### config.mk
export PLATFORM = sky130hd
export DESIGN_NAME = ir_pulse_distance_decoder_core
export DESIGN_NICKNAME = d
export VERILOG_FILES = /design/src/design/irpd_pkg.sv /design/src/design/irpd_window.sv /design/src/design/irpd_frame.sv /design/src/design/ir_pulse_distance_decoder_core.sv
export VERILOG_INCLUDE_DIRS = /design/src /design/src/design
export SDC_FILE = /design/constraint.sdc
export NUM_CORES = 1
export LEC_CHECK = 0
export ABC_AREA = 1
export BUFFER_PORTS_ARGS = -buffer_cell sky130_fd_sc_hd__clkbuf_2
export CAP_MARGIN = 20
export CELL_PAD_IN_SITES_DETAIL_PLACEMENT = 1
export CELL_PAD_IN_SITES_GLOBAL_PLACEMENT = 2
export CORE_MARGIN = 2
export CORE_UTILIZATION = 39
export DETAILED_ROUTE_END_ITERATION = 8
export PLACE_DENSITY_LB_ADDON = 0.1
export SLEW_MARGIN = 25
export SYNTH_ARGS = -nofsm -noshare
export SYNTH_HDL_FRONTEND = slang
export SYNTH_SLANG_ARGS = --single-unit
### constraint.sdc
create_clock -name aclk -period 4.9 [get_ports aclk]
set_input_delay 0.49 -clock aclk [delete_from_list [all_inputs] [get_ports aclk]]
set_output_delay 0.49 -clock aclk [all_outputs]
set_load 0.02 [all_outputs]
### src/design/ir_pulse_distance_decoder_core_defines.svh
// ----------------------------------------------------------------------------
// ir_pulse_distance_decoder_core_defines
// assertion macros used by the decoder core rtl
// ----------------------------------------------------------------------------
`ifndef IR_PULSE_DISTANCE_DECODER_CORE_DEFINES_SVH
`define IR_PULSE_DISTANCE_DECODER_CORE_DEFINES_SVH

// checked property, masked while reset is held
`define IRPD_ASSERT(lbl, prop, msg) \
    lbl: assert property (@(posedge aclk) disable iff (!aresetn) prop) else $error(msg);

// checked property that also holds across reset
`define IRPD_ASSERT_RST(lbl, prop, msg) \
    lbl: assert property (@(posedge aclk) prop) else $error(msg);

`endif

### src/design/irpd_pkg.sv
// ----------------------------------------------------------------------------
// irpd_pkg
// types and constants of the ir pulse distance decoder
// ----------------------------------------------------------------------------
`default_nettype none

package irpd_pkg;

    // configuration register indexes
    typedef enum logic [2:0] {
        REG_START_LOW  = 3'd0,
        REG_START_HIGH = 3'd1,
        REG_ZERO_LOW   = 3'd2,
        REG_BIT_SPLIT  = 3'd3,
        REG_ONE_HIGH   = 3'd4
    } cfg_reg_t;

    // reset values of the window bounds, in timer ticks
    localparam logic [15:0] START_LOW_RST  = 16'd8000;
    localparam logic [15:0] START_HIGH_RST = 16'd14000;
    localparam logic [15:0] ZERO_LOW_RST   = 16'd700;
    localparam logic [15:0] BIT_SPLIT_RST  = 16'd1450;
    localparam logic [15:0] ONE_HIGH_RST   = 16'd3000;

    // key codes
    localparam logic [7:0] CMD_FORWARD    = 8'h18;
    localparam logic [7:0] CMD_REVERSE    = 8'h52;
    localparam logic [7:0] CMD_TURN_LEFT  = 8'h08;
    localparam logic [7:0] CMD_TURN_RIGHT = 8'h5A;
    localparam logic [7:0] CMD_STOP       = 8'h1C;

    typedef enum logic [1:0] {
        DRV_STOP = 2'd0,
        DRV_FWD  = 2'd1,
        DRV_REV  = 2'd2
    } drive_t;

    typedef struct packed {
        logic [15:0] start_low;
        logic [15:0] start_high;
        logic [15:0] zero_low;
        logic [15:0] bit_split;
        logic [15:0] one_high;
    } win_cfg_t;

    typedef struct packed {
        logic is_start;
        logic is_one;
        logic is_zero;
    } win_hit_t;

    typedef struct packed {
        logic        frame_done;
        logic        frame_ok;
        logic [15:0] address_word;
        logic [7:0]  command_byte;
        drive_t      left_drive;
        drive_t      right_drive;
    } result_t;

endpackage

`default_nettype wire

### src/design/irpd_window.sv
// ----------------------------------------------------------------------------
// irpd_window
// sorts one edge interval into the start, one and zero windows
// ----------------------------------------------------------------------------
`default_nettype none

module irpd_window import irpd_pkg::*; (
    input  wire logic [15:0] edge_interval,
    input  wire win_cfg_t    win_cfg,
    output win_hit_t         win_hit
);

    // all bounds are exclusive
    always_comb begin
        win_hit.is_start = (edge_interval > win_cfg.start_low) &&
                           (edge_interval < win_cfg.start_high);
        win_hit.is_one   = (edge_interval > win_cfg.bit_split) &&
                           (edge_interval < win_cfg.one_high);
        win_hit.is_zero  = (edge_interval > win_cfg.zero_low) &&
                           (edge_interval < win_cfg.bit_split);
    end

endmodule

`default_nettype wire

### src/design/irpd_frame.sv
// ----------------------------------------------------------------------------
// irpd_frame
// frame state, bit shifter, complement check and motor drive states
// ----------------------------------------------------------------------------
`default_nettype none

module irpd_frame import irpd_pkg::*; #(
    parameter int FRAME_BITS = 32
) (
    input  wire logic     aclk,
    input  wire logic     aresetn,
    input  wire logic     step_en,
    input  wire win_hit_t win_hit,
    output result_t       result
);

    localparam int CNT_BITS = $clog2(FRAME_BITS + 1);
    localparam int CNT_W    = (CNT_BITS > 5) ? CNT_BITS : 5;

    logic             receiving_reg, receiving_next;
    logic [CNT_W-1:0] bit_count_reg, bit_count_next;
    logic [3:0][7:0]  bytes_reg, bytes_next;
    drive_t           left_reg, left_next;
    drive_t           right_reg, right_next;

    logic             shift_bit;
    logic [1:0]       byte_idx;
    logic [CNT_W-1:0] count_inc;
    logic             done;
    logic             ok;

    // shift, count and frame close
    always_comb begin
        shift_bit      = receiving_reg && !win_hit.is_start &&
                         (win_hit.is_one || win_hit.is_zero);
        byte_idx       = bit_count_reg[4:3];
        count_inc      = bit_count_reg + 1'b1;
        bytes_next     = bytes_reg;
        if (shift_bit) begin
            bytes_next[byte_idx] = {win_hit.is_one, bytes_reg[byte_idx][7:1]};
        end
        done           = shift_bit && (count_inc == CNT_W'(FRAME_BITS));
        ok             = done && (bytes_next[3] == ~bytes_next[2]);
        receiving_next = receiving_reg;
        bit_count_next = bit_count_reg;
        if (win_hit.is_start) begin
            receiving_next = 1'b1;
            bit_count_next = '0;
        end else if (done) begin
            receiving_next = 1'b0;
            bit_count_next = '0;
        end else if (shift_bit) begin
            bit_count_next = count_inc;
        end
    end

    // key decode on a frame that passed the check
    always_comb begin
        left_next  = left_reg;
        right_next = right_reg;
        if (ok) begin
            case (bytes_next[2])
                CMD_FORWARD: begin
                    left_next  = DRV_FWD;
                    right_next = DRV_FWD;
                end
                CMD_REVERSE: begin
                    left_next  = DRV_REV;
                    right_next = DRV_REV;
                end
                CMD_TURN_LEFT: begin
                    left_next  = DRV_STOP;
                    right_next = DRV_FWD;
                end
                CMD_TURN_RIGHT: begin
                    left_next  = DRV_FWD;
                    right_next = DRV_STOP;
                end
                CMD_STOP: begin
                    left_next  = DRV_STOP;
                    right_next = DRV_STOP;
                end
                default: begin
                    left_next  = left_reg;
                    right_next = right_reg;
                end
            endcase
        end
    end

    // result of this step
    always_comb begin
        result.frame_done   = done;
        result.frame_ok     = ok;
        result.address_word = done ? {bytes_next[1], bytes_next[0]} : 16'd0;
        result.command_byte = done ? bytes_next[2] : 8'd0;
        result.left_drive   = left_next;
        result.right_drive  = right_next;
    end

    // state update once per item
    always_ff @(posedge aclk) begin
        if (!aresetn) begin
            receiving_reg <= 1'b0;
            bit_count_reg <= '0;
            bytes_reg     <= '0;
            left_reg      <= DRV_STOP;
            right_reg     <= DRV_STOP;
        end else if (step_en) begin
            receiving_reg <= receiving_next;
            bit_count_reg <= bit_count_next;
            bytes_reg     <= bytes_next;
            left_reg      <= left_next;
            right_reg     <= right_next;
        end
    end

endmodule

`default_nettype wire

### src/design/ir_pulse_distance_decoder_core.sv
// ----------------------------------------------------------------------------
// ir_pulse_distance_decoder_core
// decodes pulse distance ir frames from falling edge intervals and drives
// the two motor states from the key code
//
//  channel  dir  signals                       content
//  s_       in   s_tvalid s_tready s_tdata     edge interval, one item each
//  m_       out  m_tvalid m_tready m_tdata     one result item per input item
//                m_tuser
//  cfg_     in   cfg_valid cfg_ready cfg_index window bound register write
//                cfg_data
//
// every item passes from acceptance to result through the input register,
// one pass of compare and shift logic and the result register
// a new item is taken every cycle while the result side keeps up
// reset clears frame state and motor states and loads the bounds with their reset values
// a stall on m_ holds the result; an empty input register still takes one more
// item before s_tready drops
// ----------------------------------------------------------------------------
`default_nettype none

`include "ir_pulse_distance_decoder_core_defines.svh"

module ir_pulse_distance_decoder_core import irpd_pkg::*; #(
    parameter int FRAME_BITS = 32
) (
    input  wire logic        aclk,
    input  wire logic        aresetn,
    // bits 15:0 edge_interval
    input  wire logic [15:0] s_tdata,
    input  wire logic        s_tvalid,
    output logic             s_tready,
    // bits 15:0 address_word, 23:16 command_byte, 25:24 left_drive,
    // 27:26 right_drive, 31:28 zero
    output logic [31:0]      m_tdata,
    // bit 0 frame_done, bit 1 frame_ok
    output logic [1:0]       m_tuser,
    output logic             m_tvalid,
    input  wire logic        m_tready,
    input  wire logic        cfg_valid,
    output logic             cfg_ready,
    input  wire logic [2:0]  cfg_index,
    input  wire logic [15:0] cfg_data
);

    win_cfg_t    win_cfg_reg;
    logic        in_vld_reg;
    logic [15:0] in_data_reg;
    logic        out_vld_reg;
    result_t     out_data_reg;

    logic        advance;
    win_hit_t    win_hit;
    result_t     step_result;

    // configuration writes
    assign cfg_ready = 1'b1;

    always_ff @(posedge aclk) begin
        if (!aresetn) begin
            win_cfg_reg.start_low  <= START_LOW_RST;
            win_cfg_reg.start_high <= START_HIGH_RST;
            win_cfg_reg.zero_low   <= ZERO_LOW_RST;
            win_cfg_reg.bit_split  <= BIT_SPLIT_RST;
            win_cfg_reg.one_high   <= ONE_HIGH_RST;
        end else if (cfg_valid) begin
            case (cfg_index)
                REG_START_LOW:  win_cfg_reg.start_low  <= cfg_data;
                REG_START_HIGH: win_cfg_reg.start_high <= cfg_data;
                REG_ZERO_LOW:   win_cfg_reg.zero_low   <= cfg_data;
                REG_BIT_SPLIT:  win_cfg_reg.bit_split  <= cfg_data;
                REG_ONE_HIGH:   win_cfg_reg.one_high   <= cfg_data;
                default: ;
            endcase
        end
    end

    // item moves from the input register to the result register
    assign advance  = in_vld_reg && (!out_vld_reg || m_tready);
    assign s_tready = !in_vld_reg || advance;

    // input register
    always_ff @(posedge aclk) begin
        if (!aresetn) begin
            in_vld_reg <= 1'b0;
        end else if (s_tready) begin
            in_vld_reg <= s_tvalid;
        end
    end

    always_ff @(posedge aclk) begin
        if (s_tready && s_tvalid) begin
            in_data_reg <= s_tdata;
        end
    end

    irpd_window u_window (
        .edge_interval (in_data_reg),
        .win_cfg       (win_cfg_reg),
        .win_hit       (win_hit)
    );

    irpd_frame #(
        .FRAME_BITS (FRAME_BITS)
    ) u_frame (
        .aclk    (aclk),
        .aresetn (aresetn),
        .step_en (advance),
        .win_hit (win_hit),
        .result  (step_result)
    );

    // result register
    always_ff @(posedge aclk) begin
        if (!aresetn) begin
            out_vld_reg <= 1'b0;
        end else if (advance) begin
            out_vld_reg <= 1'b1;
        end else if (m_tready) begin
            out_vld_reg <= 1'b0;
        end
    end

    always_ff @(posedge aclk) begin
        if (advance) begin
            out_data_reg <= step_result;
        end
    end

    assign m_tvalid = out_vld_reg;
    assign m_tuser  = {out_data_reg.frame_ok, out_data_reg.frame_done};
    assign m_tdata  = {4'd0, out_data_reg.right_drive, out_data_reg.left_drive,
                       out_data_reg.command_byte, out_data_reg.address_word};

    // checks
    `IRPD_ASSERT_RST(a_reset_empties_output, !aresetn |=> !m_tvalid, "result valid after reset")
    `IRPD_ASSERT(a_advance_fills_output, advance |=> m_tvalid, "advanced item not shown")
    `IRPD_ASSERT(a_idle_frame_fields_zero, m_tvalid && !m_tuser[0] |-> !m_tuser[1] && m_tdata[23:0] == 24'd0, "frame fields set without frame")
    `IRPD_ASSERT(a_drive_codes_legal, m_tvalid |-> m_tdata[25:24] != 2'd3 && m_tdata[27:26] != 2'd3, "illegal drive code")

endmodule

`default_nettype wire
==> metrics.md <==
| Metric | Value |
|---|---|
| Placed Cells incl. Taps | `1576` |
| Post-synthesis cell area | `9480 µm²` |
| WS Path Type | `register to register` |
| Most common cell in the netlist | `inv_1` |
| Vias/cell | `4.97` |
| Worst setup SP type | `register` |
| DRT Pass-1 Iters | `4` |
| Post-DRT Antenna Nets | `0` |
| Outcome | `completed` |
| Die area | `25600 µm²` |
| Core area | `24100 µm²` |
| Compound-Gate Fraction of Synth Area | `16.4%` |
| Period minus WS final | `3.79 ns` |
| CTS root buffer | `clkbuf_16` |
| Leak pwr | `4.89 nW` |
| Synth async-reset ratio | `0%` |
| Worst R2R Start | `in_data_reg[11]` |
| Reg2reg end | `m_tdata[26]` |
| HP Start | `s_tdata[0]` |
| Sequential fraction of the synthesis area | `41.0%` |
| Initial Utilization | `39.3%` |
| Initial antenna violation count | `0` |
| Maximum number of pins on one net before global-route repair | `82` |
| I/O pins | `77` |
| Primary FF master, synth | `dfxtp_1` |
| Area leader, netlist | `dfxtp_1` |
| Post-synth EDFFs | `46` |
| Synth top area cells | `dfxtp_1 (26%), edfxtp_1 (15%), ha_1 (11%)` |
| Post-synthesis mux area share | `1.48%` |
| Avg WL per Cell | `16.8 µm` |
| R2r worst-path depth | `17` |
| CTS tree | `yes` |
| Post-synthesis cell count | `1215` |
| Vias | `7989` |
| Syn avg cell area | `7.80 µm²` |
| Die height | `160 µm` |
| Final hold vios | `0` |
| Unrepaired setup endpoints after global routing | `no` |
| GR Util All Layers | `21.7%` |
| DP Wirelength | `19800 µm` |
| Clock Latency Late Sink | `0.44 ns` |
| Clock Pin Slew Worst Setup and Hold Paths | `0.08 ns` |
| I/O Buffers | `71` |
| Detailed Route WL | `27000 µm` |
| GR Overflow Total | `0` |
| Final Cell Area | `10700 µm²` |
| Placer Congestion | `0.793` |
| Ant diodes | `0` |
| XOR/XNOR Fraction of Synth Area | `0.185%` |
| Post-Layout Cell Count | `1608` |
| Worst hold path type | `input pin to register` |
| Fmax | `264 MHz` |
| Post-synthesis adder-cell area fraction | `10.6%` |
| H-tree depth | `4` |
| Worst slew margin | `43.0%` |
| FP Rows | `57` |
| Layout cells sized above 1 | `13.6%` |
| Commonest cells in the synthesized netlist | `inv_1 (201), nand2_1 (193), dfxtp_1 (125), a21oi_1 (123), nor2_1 (106)` |
| Slew Limit Fails | `0` |
| Worst Path Max Fanout | `28` |
| Finish-stage setup viols | `0` |
| Number of synthesized register bits | `171` |
| Placed cell areas | `10100 µm²` |
| DRT iter0 DRCs | `343` |
| CP arrival | `3.98 ns` |
| Sw frac | `29.8%` |
| Logic pwr share | `13.9%` |
| YS warnings | `0` |
| Synth top area share | `26.4%` |
| Nets@finish | `1391` |
| Main combinational cell family by area after synthesis | `simple AND/OR/NAND/NOR gates` |
| Worst hold stages | `1` |
| Layout overhead on the synthesized area | `12.6%` |
| Clk sinks | `171` |
| CTS Buf Count | `17` |
| Setup TNS | `0 ns` |
| PwrDens | `319 nW/µm²` |
| Switching power | `1.01 mW` |
| Resize count post-CTS | `0` |
| Reg power frac | `45.7%` |
| Hold buffers post-CTS | `0` |
| Largest register FFs | `80` |
| Cell variety after synth | `46` |
| Die Wd | `160 µm` |
| Peak VDD IR | `173 µV` |
| # Post-CTS Setup Buffers | `0` |
| Vias in the first global route | `8083` |
| Final Cycle Share | `77.4%` |
| Clk pwr share | `40.4%` |
| Number of max-cap violations | `0` |
| PnR Total Power | `3.40 mW` |
| R2R Setup Slk | `1.11 ns` |
| Global-route wire length before repair | `43600 µm` |
| P_int | `2.39 mW` |
| Final worst-path setup slack | `1.11 ns` |
| Critical Path End Type | `register` |
| Final Skew | `0.0224 ns` |
| Maximum clock path buffer count | `2` |
| Critical Path RT | `5.09 ns` |
| Worst slack at placement | `1.14 ns` |
| Hold path endpoint | `in_data_reg[0]` |
| Slew @ Worst Pin | `0.855 ns` |
| Simple-gate share of the synthesized area | `19.0%` |
| Residual DRC count | `0` |
[cells in the final DEF, fill, tap and decap left out, drive strengths merged]
cell | netlist | routed
o21bai | 9 | 9
nand2 | 222 | 222
edfxtp | 46 | 46
clkinv | 5 | 6
o21a | 3 | 3
clkbuf | 34 | 89
inv | 219 | 228
nor2 | 113 | 113
a211oi | 3 | 3
clkinvlp | 0 | 3
nand3 | 37 | 37
o211ai | 30 | 30
nor3 | 8 | 8
xnor2 | 1 | 1
a21boi | 1 | 1
and2 | 1 | 1
o22ai | 4 | 4
nand4 | 8 | 8
o21ai | 105 | 105
conb | 2 | 5
a2bb2oi | 1 | 1
nand3b | 2 | 2
a21oi | 123 | 123
xor2 | 1 | 1
mux2i | 14 | 14
ha | 80 | 80
buf | 10 | 7
nor4 | 3 | 3
and3 | 2 | 2
bufinv | 0 | 1
o221ai | 3 | 3
dfxtp | 125 | 125
[worst max-delay path by stage]
stage | slack (ns) | from | to | cells after the start
3_3_place_gp | 1.23 | in_data_reg[7] | m_tdata[26] | 18
4_1_cts | 1.11 | in_data_reg[11] | m_tdata[26] | 17
5_1_grt | 0.82 | in_data_reg[1] | u_frame.right_reg[0] | 21
3_5_place_dp | 1.14 | in_data_reg[7] | m_tdata[26] | 18
6_report | 1.11 | in_data_reg[11] | m_tdata[26] | 17
2_1_floorplan | 2.23 | in_data_reg[3] | m_tdata[25] | 21
[power by group through the flow]
stage	Combinational, mW	Sequential, mW	Clock, mW
after floorplan	0.322	1.59	0
after global placement	0.464	1.58	0
final	0.474	1.55	1.38
after detailed placement	0.476	1.59	0
after global routing	0.543	1.56	1.47
after CTS	0.480	1.55	1.41
[through the flow]
stage / hold slack [ns] / util [%]
final: 0.220 / 44.3
after global routing: 0.205 / 44.3
after CTS: 0.210 / 44.3
after detailed placement: 0.454 / 41.9
after global placement: 0.450 / 41.8
after floorplan: 0.433 / -
[cells by family after synthesis]
family | after synthesis
flip-flops | 171
buffers and inverters | 268
AO/OA/AOI/OAI | 282
multiplexers | 14
AND/OR/NAND/NOR | 396
XOR/XNOR | 2
adder cells (fa/ha/maj) | 80
other | 2
[layer usage]
metal  track usage, %  up-vias  wire length [µm]
li1                 -     4064                 -
met5                0        -                 0
met3             2.73       26               685
met1             31.1     3791             13900
met4             5.36        0               337
met2             34.9      108             12100
[final cells by class]
class / instances / area, µm²
Clock inverter: 14 / 148
Multi-Input combinational cell: 779 / 4540
Inverter: 224 / 851
Clock buffer: 18 / 429
Tap cell: 324 / 405
Fill cell: 3054 / 13400
Timing Repair Buffer: 78 / 408
Sequential cell: 171 / 3880
[worst max-delay path: stages (launching register included)]
cell      delay, ns
edfxtp_1       0.49
ha_1           0.36
a21oi_1        0.18
o21ai_0        0.14
nand2_1        0.12
nand2_1        0.09
nor2_2         0.19
nand3_4        0.14
nand2_4        0.21
nand2_4        0.27
inv_6          0.14
nand2_2        0.37
a21oi_1        0.27
nand3_1        0.11
nor2_2         0.16
nand3_2        0.11
nand2_1        0.10
nand2_1        0.06
Note: power is estimated with default switching activity, not from simulation.
